===== config.mk =====
export PLATFORM = sky130hd
export DESIGN_NAME = pswrl_cell
export DESIGN_NICKNAME = d
export VERILOG_FILES = /design/src/hw/rtl/pswrl_pkg.sv /design/src/hw/rtl/pswrl_cell.sv
export SDC_FILE = /design/constraint.sdc
export NUM_CORES = 1
export LEC_CHECK = 0
export BUFFER_PORTS_ARGS = -buffer_cell sky130_fd_sc_hd__clkbuf_2
export CAP_MARGIN = 30
export CORE_ASPECT_RATIO = 1.1
export CORE_MARGIN = 8
export CORE_UTILIZATION = 50
export CTS_CLUSTER_SIZE = 24
export DETAILED_ROUTE_END_ITERATION = 6
export PLACE_DENSITY = 0.76
export SYNTH_ARGS = -nofsm -noshare
export SYNTH_HDL_FRONTEND = slang
export SYNTH_SLANG_ARGS = --single-unit

===== constraint.sdc =====
create_clock -name clk -period 6.2 [get_ports clk]
set_input_delay 0.31 -clock clk [delete_from_list [all_inputs] [get_ports clk]]
set_output_delay 0.31 -clock clk [all_outputs]
set_load 0.1 [all_outputs]

===== src/hw/rtl/pswrl_pkg.sv =====
// Package for the per-source window rate limiter: op codes, field widths
// and the word that travels along the rule cell chain.
// No dependencies.
package pswrl_pkg;

    localparam int SLOT_W = 6;
    localparam int IP_W   = 32;
    localparam int CNT_W  = 32;
    localparam int LEN_W  = 16;

    typedef enum logic {
        OP_INSTALL = 1'b0,
        OP_CHECK   = 1'b1
    } op_t;

    // One command word and its partial result as it moves down the chain.
    typedef struct packed {
        logic              vld;
        op_t               op;
        logic [SLOT_W-1:0] slot;
        logic [IP_W-1:0]   pod_ip;
        logic              enable;
        logic [CNT_W-1:0]  byte_limit;
        logic [CNT_W-1:0]  packet_limit;
        logic [LEN_W-1:0]  packet_length;
        logic [CNT_W-1:0]  now_sec;
        logic              claimed;
        logic              drop;
        logic              matched;
    } tok_t;

endpackage


===== src/hw/rtl/pswrl_cell.sv =====
// One rule cell: holds a single slot's rule and window counters, acts on the
// word passing through and hands it on, registered, to the next cell.
// Depends on pswrl_pkg.
module pswrl_cell #(
    parameter int IDX = 0
) (
    input  logic            clk,
    input  logic            rst_n,
    input  pswrl_pkg::tok_t tok_in,
    output pswrl_pkg::tok_t tok_out
);
    import pswrl_pkg::*;

    localparam bit                REACHABLE = (IDX < (1 << SLOT_W));
    localparam logic [SLOT_W-1:0] MY_SLOT   = SLOT_W'(IDX);

    logic             valid_reg,  valid_next;
    logic [IP_W-1:0]  key_reg,    key_next;
    logic             en_reg,     en_next;
    logic [CNT_W-1:0] blim_reg,   blim_next;
    logic [CNT_W-1:0] plim_reg,   plim_next;
    logic [CNT_W-1:0] wsec_reg,   wsec_next;
    logic [CNT_W-1:0] wbytes_reg, wbytes_next;
    logic [CNT_W-1:0] wpkts_reg,  wpkts_next;
    tok_t             tok_reg,    tok_next;

    logic             wr_hit;
    logic             chk_hit;
    logic             new_win;
    logic [CNT_W-1:0] eff_bytes;
    logic [CNT_W-1:0] eff_pkts;
    logic [CNT_W:0]   byte_sum;
    logic [CNT_W:0]   pkt_sum;
    logic             byte_over;
    logic             pkt_over;
    logic             over;

    assign wr_hit  = tok_in.vld && (tok_in.op == OP_INSTALL) && REACHABLE
                     && (tok_in.slot == MY_SLOT);
    assign chk_hit = tok_in.vld && (tok_in.op == OP_CHECK) && !tok_in.claimed
                     && valid_reg && (key_reg == tok_in.pod_ip);

    // a later second opens a fresh window
    assign new_win   = tok_in.now_sec > wsec_reg;
    assign eff_bytes = new_win ? '0 : wbytes_reg;
    assign eff_pkts  = new_win ? '0 : wpkts_reg;
    assign byte_sum  = {1'b0, eff_bytes} + {{(CNT_W + 1 - LEN_W){1'b0}}, tok_in.packet_length};
    assign pkt_sum   = {1'b0, eff_pkts} + {{CNT_W{1'b0}}, 1'b1};
    assign byte_over = (blim_reg != '0) && (byte_sum > {1'b0, blim_reg});
    assign pkt_over  = (plim_reg != '0) && (pkt_sum > {1'b0, plim_reg});
    assign over      = byte_over || pkt_over;

    always_comb
    begin
        valid_next  = valid_reg;
        key_next    = key_reg;
        en_next     = en_reg;
        blim_next   = blim_reg;
        plim_next   = plim_reg;
        wsec_next   = wsec_reg;
        wbytes_next = wbytes_reg;
        wpkts_next  = wpkts_reg;
        tok_next    = tok_in;
        if (wr_hit)
        begin
            valid_next  = 1'b1;
            key_next    = tok_in.pod_ip;
            en_next     = tok_in.enable;
            blim_next   = tok_in.byte_limit;
            plim_next   = tok_in.packet_limit;
            wsec_next   = '0;
            wbytes_next = '0;
            wpkts_next  = '0;
        end
        else if (chk_hit)
        begin
            // lowest matching slot claims the word, even when disabled
            tok_next.claimed = 1'b1;
            tok_next.matched = en_reg;
            tok_next.drop    = en_reg && over;
            if (en_reg)
            begin
                wsec_next = new_win ? tok_in.now_sec : wsec_reg;
                if (over)
                begin
                    wbytes_next = eff_bytes;
                    wpkts_next  = eff_pkts;
                end
                else
                begin
                    wbytes_next = byte_sum[CNT_W] ? '1 : byte_sum[CNT_W-1:0];
                    wpkts_next  = pkt_sum[CNT_W] ? '1 : pkt_sum[CNT_W-1:0];
                end
            end
        end
    end

    always_ff @(posedge clk or negedge rst_n)
    begin
        if (!rst_n)
        begin
            valid_reg <= 1'b0;
            tok_reg   <= '0;
        end
        else
        begin
            valid_reg <= valid_next;
            tok_reg   <= tok_next;
        end
    end

    always_ff @(posedge clk)
    begin
        key_reg    <= key_next;
        en_reg     <= en_next;
        blim_reg   <= blim_next;
        plim_reg   <= plim_next;
        wsec_reg   <= wsec_next;
        wbytes_reg <= wbytes_next;
        wpkts_reg  <= wpkts_next;
    end

    assign tok_out = tok_reg;

endmodule


# Yosys cells after proc, flatten, opt, wreduce, memory -nomap -nowiden
# Index checks and enable logic that the tools add are counted.
# Widths: inputs -> output; s select.
[totals] ff_bits=350 inputBits=158 output_inout_bits=156 word_cells=51
[op_classes] n_addsub=2 order_cmp=3 eq_ne=1 n_mux=8 bitwise_logic=1 n_reduce_logical=16
[ops] operator="$mux 32" count=6
[ops] operator="$gt 33x32->1" count=2
[ops] operator="$reduce_bool 32->1" count=2
[ops] operator="$add 32x1->33 const B" count=1
[ops] operator="$add 32x16->33" count=1
[ops] operator="$eq 32x32->1" count=1
[ops] operator="$gt 32x32->1" count=1
[ops] operator="$logic_and 1x1->1" count=9
[ops] operator="$logic_not 6->1" count=1
[ops] operator="$mux 3" count=2
[ops] operator="$reduce_and 3->1" count=1
[ops] operator="$reduce_and 2->1" count=1
[ops] operator="$logic_not 1->1" count=1
[ops] operator="$logic_or 1x1->1" count=1
[ops] operator="$not 1->1" count=1

# Logic depth before layout (Yosys ltp)
[depth] ltp_word=9 ltp_mapped=35 ltp_nobuf=30

# Worst setup path after synthesis
# Ideal clock, no wire load.
[synth_timing] path_kind="register to register" startpoint="register wsec_reg[30]" endpoint="register wbytes_reg[17]" setup_ns=0.122 arrival_ns=6.721 required_time_ns=6.078 path_slack_ns=-0.642 path_stages_with_launch=35 path_buffers=5 synth_period_minus_slack_ns=6.842 cell_sequence="dfxtp_1 inv_1 ha_1 nand4_1 nor4_1 o21ai_0 o31ai_1 o31a_1 nand2_1 clkbuf_1 clkbuf_1 and2_1 ha_1 inv_1 fa_1 nor2b_4 o2111a_1 or4_4 a221oi_4 or2_1 buf_4 nor2_1 xnor2_1 nor2_1 ha_1 a21o_1 a2111oi_0 and3_1 a21oi_1 nor2_1 clkbuf_1 o311a_1 buf_4 nor2_1 a221o_1"
[synth_via] elab_chain_cells=7 elab_cells_between_ends=12 classes_between="add/sub: 2; order compare: 3; mux: 4; reduce/logical: 3"
[synth_rtl] item="from (decl)" line_no="pswrl_cell.sv:22" rtl="logic [CNT_W-1:0] wsec_reg, wsec_next;"
[synth_rtl] item="from (signal assigned)" line_no="pswrl_cell.sv:118" rtl="wsec_reg <= wsec_next;"
[synth_rtl] item="$gt 32x32->1 (*)" line_no="pswrl_cell.sv:44" rtl="assign new_win = tok_in.now_sec > wsec_reg;"
[synth_rtl] item="$mux 32, on equally long branches" line_no="pswrl_cell.sv:45, pswrl_cell.sv:46"
[synth_rtl] item="$add 32x16->33 / $add 32x1->33 (equally long branches)" line_no="pswrl_cell.sv:47, pswrl_cell.sv:48"
[synth_rtl] item="$gt 33x32->1, on equally long branches" line_no="pswrl_cell.sv:49, pswrl_cell.sv:50"
[synth_rtl] item="$logic_and 1x1->1, on equally long branches" line_no="pswrl_cell.sv:49, pswrl_cell.sv:50"
[synth_rtl] item="$logic_or 1x1->1" line_no="pswrl_cell.sv:51" rtl="assign over = byte_over || pkt_over;"
[synth_rtl] item="$mux 32 (*)" line_no="pswrl_cell.sv:84" rtl="if (over)"
[synth_rtl] item="to (signal assigned)" line_no="pswrl_cell.sv:119" rtl="wbytes_reg <= wbytes_next;"
[synth_rtl] item="to (decl)" line_no="pswrl_cell.sv:23" rtl="logic [CNT_W-1:0] wbytes_reg, wbytes_next;"
# Mark *: on every way between the ends. The rest lies on a longest branch, timed or not.
# A chain may end at the register's enable or synchronous reset.

# Worst setup path in the final report
[layout_timing] startpoint="register wsec_reg[31]" endpoint="register wbytes_reg[21]"
# The elaborated chain is that of the path after synthesis.

==> metrics <==
H-tree levels 2; Reg clk slew, reported paths 0.06 ns; Max Cap Viol 0; outcome finished with violations; register area 8770 sq um; NetSw 1600 uW; DRT iter0 DRCs 1138; ys async rst share 44.9%; Post-Route WL 51400 um; Largest register FFs 156; Final Max Tran Viols 0; Sw Share 29.1%; Leakage 0.0106 uW; DRC Markers 0; most used cell, CP buf_6; Final Hold Violating Endpoints 0; synthesized area per cell 10.5 sq um; Die X 187 um; most common cell in the netlist nand2_1; critical path launch point type flop; Multi-input gate area 7440 sq um; post-route ant nets 0; flops & latches, synth 350; top cell type by total area after synthesis dfrtp_1; Die Ht 204 um; failing checks negative setup slack; CTS tree yes; sequential power share 44.2%; Initial Util 50.4%; final setup fails 65; vias in the first global route 15300; first-pass GRT wire length 79300 um; via count 14600; Max IR drop VDD 0.000343 V; # rows 69; kind of critical path flop to flop; setup TNS after final layout -9.97 ns; drt via density 5.50; Crit. End Element flop; CP Max Fanout 5; Synth Cell Area 16100 sq um; Worst Hold Class input port to flop; Netlist cell types 74; fin crit share 104%; Worst Reg2Reg Path Length in Cells 32; Final nets 2463; Post-DP HPWL 33100 um; # IOs 314; clock power share 40.2%; maximum number of pins on one net before global-route repair 89; area grow syn2layout 44.3%; RSZ-0062 raised after global routing true; gr ovfl total 0; Synth area leaders dfrtp_1 (24%), edfxtp_1 (18%), dfxtp_1 (12%); syn nets 1803; worst hold stages 2; total global-route track usage 25.6%; clk root buf clkbuf_16; CP delay by family, top simple AND/OR/NAND/NOR gates; P_int 3910 uW; top post-synthesis cells by count nand2_1 (162), dfrtp_1 (157), inv_1 (126); share of cells above drive strength 1 33.7%; Layout fillers 2103; Worst Path Buf+Inv 6; Synth Warn # 0; CTS Buf Count 38; Rel. slew slack 29.3%; Core Util, Final 72.7%; Comb power frac 15.6%; final clock skew 0.0214 ns; Critical Path RT 6.61 ns; clk_lat worst skew 0.54 ns; EDFF count, synth 97; post-synthesis sequential area ratio 54.3%; ys flop type dfrtp_1; minimum clock period 6.47 ns; Synth top area share 24.3%; FF-to-FF setup slack -0.27 ns; critical path's slowest cell or4_4; CP peak stage delay 0.50 ns; clock sink count 350; antenna violations before repair 2; worst slew pin tran 1.06 ns; CP arrival 6.88 ns; post-DR wirelength/cell 19.4 um; Peak Freq 155 MHz; Worst Setup Slack, final -0.265 ns; CTS max path bufs 3; critical path depth in cells 32; Buffers on Ports 313; DRT Pass-1 Iters 5; Die ar. 38300 sq um; Pwr Density 237 nW/um^2; Syn Inst Count 1531; core footprint 32000 sq um; placer congestion estimate 0.898
## worst paths after layout
kind                                   start             end
worst max-delay path            wsec_reg[31]  wbytes_reg[21]
worst min-delay path              tok_in[16]     tok_out[16]
worst max register to register  wsec_reg[31]  wbytes_reg[21]
worst min register to register  wsec_reg[11]    wsec_reg[11]
max in group asynchronous              rst_n    tok_out[120]
min in group asynchronous              rst_n     tok_out[62]
## layout make-up
class / count / area share (%)
diodes: 2 / 0.0215
clock inverters: 26 / 0.967
well taps: 426 / 2.29
repair buffers: 674 / 20.8
flip-flops and latches: 350 / 37.7
clock buffers: 44 / 4.27
inverters: 127 / 2.06
multi-input cells: 1000 / 32.0
## placed cells by master, fill, tap and decap left out, types with 16 or more instances in the layout
cell type / n
a21o_1: 32
a21oi_1: 93
a21oi_2: 21
a31oi_1: 22
and2_1: 21
buf_4: 183
buf_6: 29
clkbuf_16: 39
clkbuf_2: 312
dfrtp_1: 157
dfxtp_1: 88
dlygate4sd3_1: 143
edfxtp_1: 97
ha_1: 100
inv_1: 120
nand2_1: 158
nand3_1: 35
nand4_1: 31
nor2_1: 87
nor3_1: 16
nor4_1: 21
o21ai_0: 35
xnor2_1: 60
xor2_1: 28
## worst register-to-register path, delay by kind of cell, from the launching register on
family	cells	cell delay (ns)
compound gates	9	2.01
fa+ha+maj	4	0.97
flops	1	0.35
xor+xnor	1	0.15
simple gates	12	2.17
buf+inv	6	0.67
## through the flow
stage	area [sq um]	setup WS (ns)	hold slack [ns]	std cells	power, uW
6_report	23300	-0.265	0.0232	2649	5510
3_3_place_gp	19300	-0.698	0.391	2381	3210
3_5_place_dp	19400	-0.892	0.412	2382	3220
4_1_cts	22700	-0.0750	0.00325	2631	5520
5_1_grt	23300	-0.532	0.0187	2649	5680
2_1_floorplan	16200	-0.212	0.0144	1531	2980
## routing by layer
metal  up-vias  share of wire [%]  GRT usage [%]
li1       6730                  -              -
met1      7087                 37           28.2
met2       609                 52           46.9
met3       138                7.3           6.08
met4         0                3.8           10.4
met5         -                  0              0
## power groups by stage
| stage | registers [uW] | logic [uW] | clock network [uW] |
|---|---|---|---|
| global route | 2440 | 897 | 2340 |
| global placement | 2480 | 726 | 0 |
| CTS | 2440 | 834 | 2250 |
| floorplan | 2870 | 107 | 0 |
| detailed placement | 2480 | 736 | 0 |
| finish | 2440 | 860 | 2210 |
## timing repair
item / 4_1_cts / 5_1_grt
hold buffers: 143 / 0
cloned: 1 / 1
hold endpoints to repair: 323 / 0
resized for setup: 98 / 87
setup buffers: 35 / 16
setup endpoints to repair: 65 / 65
pin swaps: 44 / 31
## logic make-up after synthesis
| logic type | synth area share [%] |
|---|---|
| and+or+nand+nor | 14.7 |
| xor gates and xnor gates | 4.99 |
| buffers and inverters | 4.62 |
| adders and majority gates | 8.88 |
| DFF | 54.3 |
| AOI/OAI and AO/OA | 12.5 |
Note: power is estimated with default switching activity, not from simulation.
